File: config.mk
export PLATFORM = sky130hd
export DESIGN_NAME = double_buffered_frame_dma_top_flat
export DESIGN_NICKNAME = d
export VERILOG_FILES = /design/src/rtl/dbfd_pkg.sv /design/src/rtl/dbfd_ifs.sv /design/src/rtl/dbfd_ctrl.sv /design/src/rtl/dbfd_dp.sv /design/src/rtl/double_buffered_frame_dma_top.sv /design/src/flat_wrapper.sv
export SDC_FILE = /design/constraint.sdc
export NUM_CORES = 1
export LEC_CHECK = 0
export ABC_AREA = 1
export BUFFER_PORTS_ARGS = -buffer_cell sky130_fd_sc_hd__buf_4
export CORE_MARGIN = 2
export CORE_UTILIZATION = 53
export DETAILED_ROUTE_END_ITERATION = 10
export PLACE_DENSITY = 0.82
export SLEW_MARGIN = 0
export SYNTH_ARGS = -nofsm -noshare
export SYNTH_HDL_FRONTEND = slang
export SYNTH_SLANG_ARGS = --single-unit
File: constraint.sdc
create_clock -name i_clk -period 4.8 [get_ports i_clk]
set_input_delay 0.24 -clock i_clk [delete_from_list [all_inputs] [get_ports i_clk]]
set_output_delay 0.24 -clock i_clk [all_outputs]
set_load 0.02 [all_outputs]
File: src/rtl/dbfd_pkg.sv
// Shared types and constants for the double-buffered frame DMA.
// Holds the field widths, operation and result codes, and the controller/datapath structs.
// Depends on nothing.
package dbfd_pkg;

    // Fixed sizes of the block.
    localparam int BEATS_PER_BURST = 32;
    localparam int DATA_WIDTH      = 64;
    localparam int FLAG_DEPTH      = 8;

    localparam int OP_W     = 2;
    localparam int KIND_W   = 2;
    localparam int ADDR_W   = 32;
    localparam int BUS_W    = 64;
    localparam int IDX_W    = $clog2(BEATS_PER_BURST + 1);
    localparam int FCNT_W   = $clog2(FLAG_DEPTH + 1);
    localparam int FIDX_W   = (FLAG_DEPTH > 1) ? $clog2(FLAG_DEPTH) : 1;
    localparam int CREDIT_W = 4;

    localparam logic [IDX_W-1:0]    LAST_BEAT  = IDX_W'(BEATS_PER_BURST - 1);
    localparam logic [ADDR_W-1:0]   BURST_STEP = ADDR_W'(BEATS_PER_BURST);
    localparam logic [FCNT_W-1:0]   FLAG_FULL  = FCNT_W'(FLAG_DEPTH);
    localparam logic [CREDIT_W-1:0] CREDIT_MAX = '1;
    localparam logic [BUS_W-1:0]    DATA_MASK  =
        (DATA_WIDTH >= BUS_W) ? '1 : BUS_W'((65'd1 << DATA_WIDTH) - 65'd1);

    // Input operation codes.
    localparam logic [OP_W-1:0] OP_STREAM     = 2'd0;
    localparam logic [OP_W-1:0] OP_READ_START = 2'd1;
    localparam logic [OP_W-1:0] OP_READ_DATA  = 2'd2;

    // Result kind codes.
    localparam logic [KIND_W-1:0] KIND_WRITE   = 2'd0;
    localparam logic [KIND_W-1:0] KIND_READ    = 2'd1;
    localparam logic [KIND_W-1:0] KIND_STREAM  = 2'd2;
    localparam logic [KIND_W-1:0] KIND_REFUSED = 2'd3;

    // Controller states.
    typedef enum logic [1:0] {
        ST_IDLE = 2'b01,
        ST_PAD  = 2'b10
    } t_state;

    // Datapath actions issued by the controller.
    typedef enum logic [2:0] {
        ACT_WRITE     = 3'd0,
        ACT_PAD       = 3'd1,
        ACT_READ_REQ  = 3'd2,
        ACT_READ_BEAT = 3'd3,
        ACT_REFUSE    = 3'd4
    } t_act;

    typedef struct packed {
        logic load;
        t_act act;
    } t_cmd;

    typedef struct packed {
        logic out_free;
        logic writer_blocked;
        logic completes;
        logic needs_pad;
        logic pad_last;
        logic flag_full;
        logic flag_empty;
        logic read_active;
    } t_status;

endpackage

File: src/rtl/dbfd_ifs.sv
// Handshake channel interfaces of the frame DMA: input, result and configuration.
// Depends on dbfd_pkg for the field widths.
interface dbfd_in_if;
    logic                           valid;
    logic                           ready;
    logic [dbfd_pkg::OP_W-1:0]      operation;
    logic [dbfd_pkg::BUS_W-1:0]     data;
    logic                           frame_end;

    modport source (output valid, output operation, output data, output frame_end,
                    input ready);
    modport sink   (input valid, input operation, input data, input frame_end,
                    output ready);
endinterface

interface dbfd_out_if;
    logic                           valid;
    logic                           ready;
    logic [dbfd_pkg::KIND_W-1:0]    kind;
    logic [dbfd_pkg::ADDR_W-1:0]    address;
    logic [dbfd_pkg::BUS_W-1:0]     payload;
    logic                           stream_last;
    logic                           run_done;

    modport source (output valid, output kind, output address, output payload,
                    output stream_last, output run_done, input ready);
    modport sink   (input valid, input kind, input address, input payload,
                    input stream_last, input run_done, output ready);
endinterface

interface dbfd_cfg_if;
    logic                           valid;
    logic                           ready;
    logic [dbfd_pkg::ADDR_W-1:0]    data;

    modport source (output valid, output data, input ready);
    modport sink   (input valid, input data, output ready);
endinterface

File: src/rtl/dbfd_ctrl.sv
// Controller of the frame DMA: accepts input words, checks them against the
// datapath status and sequences the zero padding of a short final burst.
// Depends on dbfd_pkg.
module dbfd_ctrl (
    input  logic                      i_clk,
    input  logic                      i_rst_n,
    input  logic                      i_in_valid,
    input  logic [dbfd_pkg::OP_W-1:0] i_operation,
    output logic                      o_in_ready,
    input  dbfd_pkg::t_status         i_status,
    output dbfd_pkg::t_cmd            o_cmd
);

    dbfd_pkg::t_state r_state;
    dbfd_pkg::t_state n_state;
    logic             accept;

    // A new word enters only when idle and the output register can take a result.
    assign o_in_ready = (r_state == dbfd_pkg::ST_IDLE) && i_status.out_free;
    assign accept     = i_in_valid && o_in_ready;

    // Decide the datapath action and the next state.
    always_comb begin
        n_state    = r_state;
        o_cmd.load = 1'b0;
        o_cmd.act  = dbfd_pkg::ACT_REFUSE;
        unique case (r_state)
            dbfd_pkg::ST_IDLE: begin
                if (accept) begin
                    o_cmd.load = 1'b1;
                    case (i_operation)
                        dbfd_pkg::OP_STREAM: begin
                            if (!i_status.writer_blocked &&
                                !(i_status.completes && i_status.flag_full)) begin
                                o_cmd.act = dbfd_pkg::ACT_WRITE;
                                if (i_status.needs_pad) begin
                                    n_state = dbfd_pkg::ST_PAD;
                                end
                            end
                        end
                        dbfd_pkg::OP_READ_START: begin
                            if (!i_status.read_active && !i_status.flag_empty) begin
                                o_cmd.act = dbfd_pkg::ACT_READ_REQ;
                            end
                        end
                        dbfd_pkg::OP_READ_DATA: begin
                            if (i_status.read_active) begin
                                o_cmd.act = dbfd_pkg::ACT_READ_BEAT;
                            end
                        end
                        default: begin
                            o_cmd.act = dbfd_pkg::ACT_REFUSE;
                        end
                    endcase
                end
            end
            dbfd_pkg::ST_PAD: begin
                if (i_status.out_free) begin
                    o_cmd.load = 1'b1;
                    o_cmd.act  = dbfd_pkg::ACT_PAD;
                    if (i_status.pad_last) begin
                        n_state = dbfd_pkg::ST_IDLE;
                    end
                end
            end
            default: begin
                n_state = dbfd_pkg::ST_IDLE;
            end
        endcase
    end

    // State register.
    always_ff @(posedge i_clk) begin
        if (!i_rst_n) begin
            r_state <= dbfd_pkg::ST_IDLE;
        end else begin
            r_state <= n_state;
        end
    end

endmodule

File: src/rtl/dbfd_dp.sv
// Datapath of the frame DMA: writer and reader state, burst flag queue,
// credit counter, configuration register and the registered result word.
// Depends on dbfd_pkg and the channel interfaces in dbfd_ifs.sv.
module dbfd_dp (
    input  logic                       i_clk,
    input  logic                       i_rst_n,
    input  logic [dbfd_pkg::BUS_W-1:0] i_data,
    input  logic                       i_frame_end,
    input  dbfd_pkg::t_cmd             i_cmd,
    output dbfd_pkg::t_status          o_status,
    dbfd_cfg_if.sink                   i_cfg,
    dbfd_out_if.source                 o_out
);

    // Configuration and writer state.
    logic [dbfd_pkg::ADDR_W-1:0]   r_second_base;
    logic [dbfd_pkg::ADDR_W-1:0]   r_write_base;
    logic [dbfd_pkg::IDX_W-1:0]    r_write_idx;
    logic                          r_credit_wait;
    logic                          r_writer_blocked;
    logic [dbfd_pkg::CREDIT_W-1:0] r_credits;

    // Flag queue: shifts toward entry zero on a pop.
    logic                          r_flags [dbfd_pkg::FLAG_DEPTH];
    logic [dbfd_pkg::FCNT_W-1:0]   r_flag_count;

    // Reader state.
    logic [dbfd_pkg::ADDR_W-1:0]   r_read_base;
    logic [dbfd_pkg::IDX_W-1:0]    r_read_idx;
    logic                          r_read_ends_frame;
    logic                          r_read_active;

    // Padding cursor.
    logic [dbfd_pkg::ADDR_W-1:0]   r_pad_addr;
    logic [dbfd_pkg::IDX_W-1:0]    r_pad_idx;

    // Output register.
    logic                          r_out_valid;
    logic [dbfd_pkg::KIND_W-1:0]   r_out_kind;
    logic [dbfd_pkg::ADDR_W-1:0]   r_out_addr;
    logic [dbfd_pkg::BUS_W-1:0]    r_out_payload;
    logic                          r_out_last;
    logic                          r_out_done;

    logic [dbfd_pkg::KIND_W-1:0]   n_out_kind;
    logic [dbfd_pkg::ADDR_W-1:0]   n_out_addr;
    logic [dbfd_pkg::BUS_W-1:0]    n_out_payload;
    logic                          n_out_last;
    logic                          n_out_done;

    logic [dbfd_pkg::ADDR_W-1:0]   write_addr;
    logic [dbfd_pkg::ADDR_W-1:0]   write_adv;
    logic [dbfd_pkg::ADDR_W-1:0]   read_adv;
    logic                          write_last_beat;
    logic                          read_last_beat;
    logic                          completes;

    assign i_cfg.ready = 1'b1;

    assign write_addr      = r_write_base + dbfd_pkg::ADDR_W'(r_write_idx);
    assign write_adv       = r_write_base + dbfd_pkg::BURST_STEP;
    assign read_adv        = r_read_base + dbfd_pkg::BURST_STEP;
    assign write_last_beat = (r_write_idx == dbfd_pkg::LAST_BEAT);
    assign read_last_beat  = (r_read_idx == dbfd_pkg::LAST_BEAT);
    assign completes       = i_frame_end || write_last_beat;

    // Status toward the controller.
    assign o_status.out_free       = !r_out_valid || o_out.ready;
    assign o_status.writer_blocked = r_writer_blocked;
    assign o_status.completes      = completes;
    assign o_status.needs_pad      = i_frame_end && !write_last_beat;
    assign o_status.pad_last       = (r_pad_idx == dbfd_pkg::LAST_BEAT);
    assign o_status.flag_full      = (r_flag_count == dbfd_pkg::FLAG_FULL);
    assign o_status.flag_empty     = (r_flag_count == '0);
    assign o_status.read_active    = r_read_active;

    // Result word for the current action.
    always_comb begin
        n_out_kind    = dbfd_pkg::KIND_REFUSED;
        n_out_addr    = '0;
        n_out_payload = '0;
        n_out_last    = 1'b0;
        n_out_done    = 1'b1;
        case (i_cmd.act)
            dbfd_pkg::ACT_WRITE: begin
                n_out_kind    = dbfd_pkg::KIND_WRITE;
                n_out_addr    = write_addr;
                n_out_payload = i_data & dbfd_pkg::DATA_MASK;
                n_out_done    = !(i_frame_end && !write_last_beat);
            end
            dbfd_pkg::ACT_PAD: begin
                n_out_kind = dbfd_pkg::KIND_WRITE;
                n_out_addr = r_pad_addr;
                n_out_done = (r_pad_idx == dbfd_pkg::LAST_BEAT);
            end
            dbfd_pkg::ACT_READ_REQ: begin
                n_out_kind = dbfd_pkg::KIND_READ;
                n_out_addr = r_read_base;
            end
            dbfd_pkg::ACT_READ_BEAT: begin
                n_out_kind    = dbfd_pkg::KIND_STREAM;
                n_out_payload = i_data & dbfd_pkg::DATA_MASK;
                n_out_last    = read_last_beat && r_read_ends_frame;
            end
            default: begin
                n_out_kind = dbfd_pkg::KIND_REFUSED;
            end
        endcase
    end

    // Output register: loads on a command, empties when the sink takes the word.
    always_ff @(posedge i_clk) begin
        if (!i_rst_n) begin
            r_out_valid <= 1'b0;
        end else if (i_cmd.load) begin
            r_out_valid <= 1'b1;
        end else if (o_out.ready) begin
            r_out_valid <= 1'b0;
        end
    end

    always_ff @(posedge i_clk) begin
        if (i_cmd.load) begin
            r_out_kind    <= n_out_kind;
            r_out_addr    <= n_out_addr;
            r_out_payload <= n_out_payload;
            r_out_last    <= n_out_last;
            r_out_done    <= n_out_done;
        end
    end

    assign o_out.valid       = r_out_valid;
    assign o_out.kind        = r_out_kind;
    assign o_out.address     = r_out_addr;
    assign o_out.payload     = r_out_payload;
    assign o_out.stream_last = r_out_last;
    assign o_out.run_done    = r_out_done;

    // Flag queue storage: push at the fill level, shift down on a pop.
    always_ff @(posedge i_clk) begin
        if (i_cmd.load && (i_cmd.act == dbfd_pkg::ACT_WRITE) && completes) begin
            r_flags[r_flag_count[dbfd_pkg::FIDX_W-1:0]] <= i_frame_end;
        end else if (i_cmd.load && (i_cmd.act == dbfd_pkg::ACT_READ_REQ)) begin
            for (int i = 1; i < dbfd_pkg::FLAG_DEPTH; i++) begin
                r_flags[i-1] <= r_flags[i];
            end
        end
    end

    // Padding cursor, set just past each written beat and stepped by each padding beat.
    always_ff @(posedge i_clk) begin
        if (i_cmd.load && (i_cmd.act == dbfd_pkg::ACT_WRITE)) begin
            r_pad_addr <= write_addr + dbfd_pkg::ADDR_W'(1);
            r_pad_idx  <= r_write_idx + dbfd_pkg::IDX_W'(1);
        end else if (i_cmd.load && (i_cmd.act == dbfd_pkg::ACT_PAD)) begin
            r_pad_addr <= r_pad_addr + dbfd_pkg::ADDR_W'(1);
            r_pad_idx  <= r_pad_idx + dbfd_pkg::IDX_W'(1);
        end
    end

    // Configuration register.
    always_ff @(posedge i_clk) begin
        if (!i_rst_n) begin
            r_second_base <= '0;
        end else if (i_cfg.valid) begin
            r_second_base <= i_cfg.data;
        end
    end

    // Writer, reader and credit state.
    always_ff @(posedge i_clk) begin
        if (!i_rst_n) begin
            r_write_base      <= '0;
            r_write_idx       <= '0;
            r_credit_wait     <= 1'b0;
            r_writer_blocked  <= 1'b0;
            r_credits         <= '0;
            r_flag_count      <= '0;
            r_read_base       <= '0;
            r_read_idx        <= '0;
            r_read_ends_frame <= 1'b0;
            r_read_active     <= 1'b0;
        end else if (i_cmd.load) begin
            case (i_cmd.act)
                dbfd_pkg::ACT_WRITE: begin
                    if (completes) begin
                        r_flag_count <= r_flag_count + dbfd_pkg::FCNT_W'(1);
                        r_write_idx  <= '0;
                        if (i_frame_end) begin
                            // Switch buffers and settle the credit for this frame.
                            r_write_base <= (write_adv <= r_second_base) ? r_second_base : '0;
                            if (r_credit_wait) begin
                                if (r_credits != '0) begin
                                    r_credits <= r_credits - dbfd_pkg::CREDIT_W'(1);
                                end else begin
                                    r_writer_blocked <= 1'b1;
                                end
                            end else begin
                                r_credit_wait <= 1'b1;
                            end
                        end else begin
                            r_write_base <= write_adv;
                        end
                    end else begin
                        r_write_idx <= r_write_idx + dbfd_pkg::IDX_W'(1);
                    end
                end
                dbfd_pkg::ACT_READ_REQ: begin
                    r_read_ends_frame <= r_flags[0];
                    r_flag_count      <= r_flag_count - dbfd_pkg::FCNT_W'(1);
                    r_read_base       <= read_adv;
                    r_read_idx        <= '0;
                    r_read_active     <= 1'b1;
                end
                dbfd_pkg::ACT_READ_BEAT: begin
                    if (read_last_beat) begin
                        r_read_active <= 1'b0;
                        r_read_idx    <= '0;
                        if (r_read_ends_frame) begin
                            // A finished frame returns a credit or releases the writer.
                            if (r_writer_blocked) begin
                                r_writer_blocked <= 1'b0;
                            end else if (r_credits != dbfd_pkg::CREDIT_MAX) begin
                                r_credits <= r_credits + dbfd_pkg::CREDIT_W'(1);
                            end
                            r_read_base <= (r_read_base <= r_second_base) ?
                                           r_second_base : '0;
                        end
                    end else begin
                        r_read_idx <= r_read_idx + dbfd_pkg::IDX_W'(1);
                    end
                end
                default: begin
                end
            endcase
        end
    end

endmodule

File: src/rtl/double_buffered_frame_dma_top.sv
// Double-buffered frame DMA. Each accepted word yields its first result in the
// output register in the next cycle; one word is accepted per cycle while the sink keeps up.
// A stream word that ends a frame before the end of a burst is followed by one padding
// word per missing beat (up to BEATS_PER_BURST - 1), during which no input word is taken.
// Reset is synchronous, active low, and clears all control state; the queue starts empty.
module double_buffered_frame_dma_top (
    input  logic        i_clk,
    input  logic        i_rst_n,
    dbfd_in_if.sink     i_in,
    dbfd_cfg_if.sink    i_cfg,
    dbfd_out_if.source  o_out
);

    dbfd_pkg::t_cmd    cmd;
    dbfd_pkg::t_status status;
    logic              in_ready;

    assign i_in.ready = in_ready;

    // Sequencing and checks.
    dbfd_ctrl u_ctrl (
        .i_clk       (i_clk),
        .i_rst_n     (i_rst_n),
        .i_in_valid  (i_in.valid),
        .i_operation (i_in.operation),
        .o_in_ready  (in_ready),
        .i_status    (status),
        .o_cmd       (cmd)
    );

    // State, queue and result register.
    dbfd_dp u_dp (
        .i_clk       (i_clk),
        .i_rst_n     (i_rst_n),
        .i_data      (i_in.data),
        .i_frame_end (i_in.frame_end),
        .i_cmd       (cmd),
        .o_status    (status),
        .i_cfg       (i_cfg),
        .o_out       (o_out)
    );

endmodule
File: src/flat_wrapper.sv
// flat-port wrapper written by rule: the top's interface ports become plain ports
module double_buffered_frame_dma_top_flat 
  (i_clk, i_rst_n, i_in_valid, i_in_operation, i_in_data, i_in_frame_end, i_in_ready, i_cfg_valid, i_cfg_data, i_cfg_ready, o_out_valid, o_out_kind, o_out_address, o_out_payload, o_out_stream_last, o_out_run_done, o_out_ready);
  dbfd_in_if i_in_i ();
  dbfd_cfg_if i_cfg_i ();
  dbfd_out_if o_out_i ();
  input  logic i_clk;
  input  logic i_rst_n;
  input wire logic [$bits(i_in_i.valid)-1:0] i_in_valid;
  input wire logic [$bits(i_in_i.operation)-1:0] i_in_operation;
  input wire logic [$bits(i_in_i.data)-1:0] i_in_data;
  input wire logic [$bits(i_in_i.frame_end)-1:0] i_in_frame_end;
  output wire logic [$bits(i_in_i.ready)-1:0] i_in_ready;
  input wire logic [$bits(i_cfg_i.valid)-1:0] i_cfg_valid;
  input wire logic [$bits(i_cfg_i.data)-1:0] i_cfg_data;
  output wire logic [$bits(i_cfg_i.ready)-1:0] i_cfg_ready;
  output wire logic [$bits(o_out_i.valid)-1:0] o_out_valid;
  output wire logic [$bits(o_out_i.kind)-1:0] o_out_kind;
  output wire logic [$bits(o_out_i.address)-1:0] o_out_address;
  output wire logic [$bits(o_out_i.payload)-1:0] o_out_payload;
  output wire logic [$bits(o_out_i.stream_last)-1:0] o_out_stream_last;
  output wire logic [$bits(o_out_i.run_done)-1:0] o_out_run_done;
  input wire logic [$bits(o_out_i.ready)-1:0] o_out_ready;
  assign i_in_i.valid = i_in_valid;
  assign i_in_i.operation = i_in_operation;
  assign i_in_i.data = i_in_data;
  assign i_in_i.frame_end = i_in_frame_end;
  assign i_in_ready = i_in_i.ready;
  assign i_cfg_i.valid = i_cfg_valid;
  assign i_cfg_i.data = i_cfg_data;
  assign i_cfg_ready = i_cfg_i.ready;
  assign o_out_valid = o_out_i.valid;
  assign o_out_kind = o_out_i.kind;
  assign o_out_address = o_out_i.address;
  assign o_out_payload = o_out_i.payload;
  assign o_out_stream_last = o_out_i.stream_last;
  assign o_out_run_done = o_out_i.run_done;
  assign o_out_i.ready = o_out_ready;
  double_buffered_frame_dma_top u_core (.i_clk(i_clk), .i_rst_n(i_rst_n), .i_in(i_in_i), .i_cfg(i_cfg_i), .o_out(o_out_i));
endmodule
==> metrics <==
FILL cells 2400; total routed wirelength 48830 um; fin crit share 0.8648; min Tclk post-route 4151 ps; ratio of cells with drive above 1 in the final layout 0.1387; failing checks hold timing; most frequent cells in the layout 449 x nand2_1, 253 x inv_1, 225 x buf_4, 198 x nor2_1, 155 x a21oi_1; Crit Path Class reg -> reg; Finished Layout Cells 2684; Die Area 0.03122 mm^2; DR WL/cell 18.19 um; Async S/R FF share, synth 0; most common cell after layout, fill and taps aside nand2_1; nets 2460; GP Congestion 0.9691; reg2reg end u_core.u_dp.r_write_base[30]; top cell type's share of synthesized area 0.2773; Cell Area, Synth 0.01581 mm^2; RR Startpoint u_core.u_dp.r_write_base[6]; leakage 0.008493 uW; Die H 176.7 um; Slew Limit Fails 0; Clock Latency Late Sink 540 ps; residual DRC count 0; r2r setup slk 650 ps; Initial DRT Pass Iterations 7; Placed Instances 2572; Area Growth Syn to Fin 21.81%; Fmax 240.9 MHz; area of the multi-input gates 0.007662 mm^2; global-route wire length before repair 75230 um; Slew HR 0.2501; DP HPWL 35240 um; Min Hold Slack -3.382 ps; global route total overflow 0; Top FF cell, synth edfxtp_1; cell count after synthesis 2034; clock skew 11.68 ps; syn_area_per_cell 7.772 um^2; sequential standard cell area 0.006847 mm^2; Critical-path top delay cell dfxtp_1; Seq/Total Area, Yosys 0.4331; Initial Util 0.5362; H-tree levels 1; DRT iter0 DRCs 1485; RSZ-0062 raised after global routing no; initial antenna violation count 0; CTS tree yes; Max clock buf depth 3; Fin. Hold Viols 1; CP Capture Type flop; crit path to u_core.u_dp.r_write_base[30]; Area contributors post-synth edfxtp_1 28%, dfxtp_1 16%, nand2_1 11%, ha_1 6.5%, inv_1 6.0%; outcome complete, but fails checks; slew at the pin closest to its max-slew limit 1125 ps; worst min-delay path class in -> reg; post-synth top area cell edfxtp_1; Top cell by count, worst path nor2_1; number of synthesized register bits 269; post-route setup TNS 0 ps; cts bufs inserted 28; Syn Nets 2223; Worst Path Arrival 4620 ps; Cell Pwr Density 314.4 mW/mm^2; Vias/cell 5.655; I/O Buffers 205; number of max-cap violations 0; CTS Sinks 269; Post-CTS Setup Inserts 0; largest net degree at the start of global routing 64; vias in the first global route 14370; Total GRT Usage 0.3046; delay-heaviest family, CP simple AND/OR/NAND/NOR gates; VDD IR max 0.0002859 V; Reg clk slew, reported paths 70 ps; startpoint type of the worst setup path flop; Core Region 0.02948 mm^2; WP data required 5270 ps; Max stage delay on crit path 450 ps; Top Ports 207; CTS root buffer clkbuf_16; Yosys cell types 52; Die Span X 176.7 um; Crit. Startpoint u_core.u_dp.r_write_base[6]; endpoints failing setup 0; CP max FO 20; Vias 15180; Critical path buffers and inverters 4; Crit path depth 19; Post-synth EDFFs 146; count of antenna-violating nets left after detailed routing 0; Rows 63; synth warn 0; path depth of the worst reg2reg path 19; Critical Path, Cell by Cell ha_1, inv_1, nor2_1, inv_1, nor2_1, inv_1, nor2_1, nand2_1, xnor2_1, ha_1, nand2_1, nor2_1, nand4_1, nor4_1, nand4_1, nand2_2, buf_4, nand3_1, a21oi_1; WHS Path Cells 3
## flip-flops by register name, summed over array words and instances, names as in the netlist, 2 cells and up
register,flops
u_core.u_dp.o_out.payload,64
u_core.u_dp.o_out.address,32
u_core.u_dp.r_pad_addr,32
u_core.u_dp.r_read_base,32
u_core.u_dp.r_second_base,32
u_core.u_dp.r_write_base,32
u_core.u_dp.r_flags,8
u_core.u_dp.r_pad_idx,6
u_core.u_dp.r_read_idx,6
u_core.u_dp.r_write_idx,6
u_core.u_dp.r_credits,4
u_core.u_dp.r_flag_count,4
u_core.u_ctrl.r_state,2
u_core.u_dp.o_out.kind,2
## cell families after synthesis
family | share of synthesized area
AO/OA/AOI/OAI | 0.1315
other | 0.0002372
buffers and inverters | 0.08366
AND/OR/NAND/NOR | 0.2329
flip-flops | 0.4331
XOR/XNOR | 0.04987
adder cells (fa/ha/maj) | 0.06870
## repair_timing
action                                  CTS  global route
hold buffers                             59             0
endpoints found under the setup margin    0             1
endpoints found under the hold margin    58             0
resized for setup                         0             1
## metal layers
layer	up-vias	track usage	share of wire
li1	7227	-	-
met1	7073	0.3706	0.39
met2	743	0.5368	0.49
met3	136	0.03071	0.069
met4	0	0.1539	0.054
met5	-	0	0
## stage by stage
stage                     instance area, um^2    util  setup WS (ps)  power (uW)
after floorplan                         15810       -           1240        3323
after global placement                  17670  0.5995          822.0        3673
after detailed placement                17670  0.5995          631.5        3702
after CTS                               19250  0.6530          577.3        6048
after global routing                    19250  0.6530          229.0        6266
final                                   19250  0.6531          648.9        6054
## cells in the mapped netlist, types with 12 or more instances
cell type / number
o221ai_1: 12
nor3_1: 21
ha_1: 82
dfxtp_1: 123
nand2_1: 450
o21ai_0: 137
nor2_1: 201
inv_1: 253
nand4_1: 24
o211ai_1: 17
clkbuf_1: 59
edfxtp_1: 146
xnor2_1: 16
a21oi_1: 155
nand3_1: 136
a31oi_1: 21
xor2_1: 74
## area by class of cell
type | count | area share
multi-input cells | 1425 | 0.3979
flip-flops and latches | 269 | 0.3556
repair buffers | 284 | 0.1184
inverters | 263 | 0.05140
clock buffers | 35 | 0.03990
well taps | 390 | 0.02534
clock inverters | 17 | 0.01131
diodes | 1 | 0.0001300
## worst register-to-register path, cell delays in order, from the launching register on
cell and delay [ps]:
dfxtp_1 450, ha_1 270, inv_1 60, nor2_1 170, inv_1 110, nor2_1 280, inv_1 100, nor2_1 290
nand2_1 130, xnor2_1 170, ha_1 310, nand2_1 50, nor2_1 150, nand4_1 160, nor4_1 340, nand4_1 170
nand2_2 350, buf_4 270, nand3_1 90, a21oi_1 160
## worst min path at each step
stage / from / endpoint / slack (ps)
after global placement: u_core.u_dp.r_credit_wait / u_core.u_dp.r_credit_wait / 440
after global routing: i_in_data[49] / u_core.u_dp.o_out.payload[49] / 8
after floorplan: i_cfg_data[0] / u_core.u_dp.r_second_base[0] / 370
final: i_in_data[49] / u_core.u_dp.o_out.payload[49] / -3
after detailed placement: u_core.u_dp.r_credit_wait / u_core.u_dp.r_credit_wait / 450
after CTS: i_in_data[33] / u_core.u_dp.o_out.payload[33] / 0.6
## power by group
group | leakage (uW) | switching, uW | total, uW | internal (uW)
registers | 0.00241 | 94.0 | 2700 | 2610
clock network | 0.000481 | 929 | 2330 | 1400
logic | 0.00560 | 652 | 1020 | 370
total | 0.00849 | 1670 | 6050 | 4380
No activity file was read; power rests on OpenSTA's default activity.
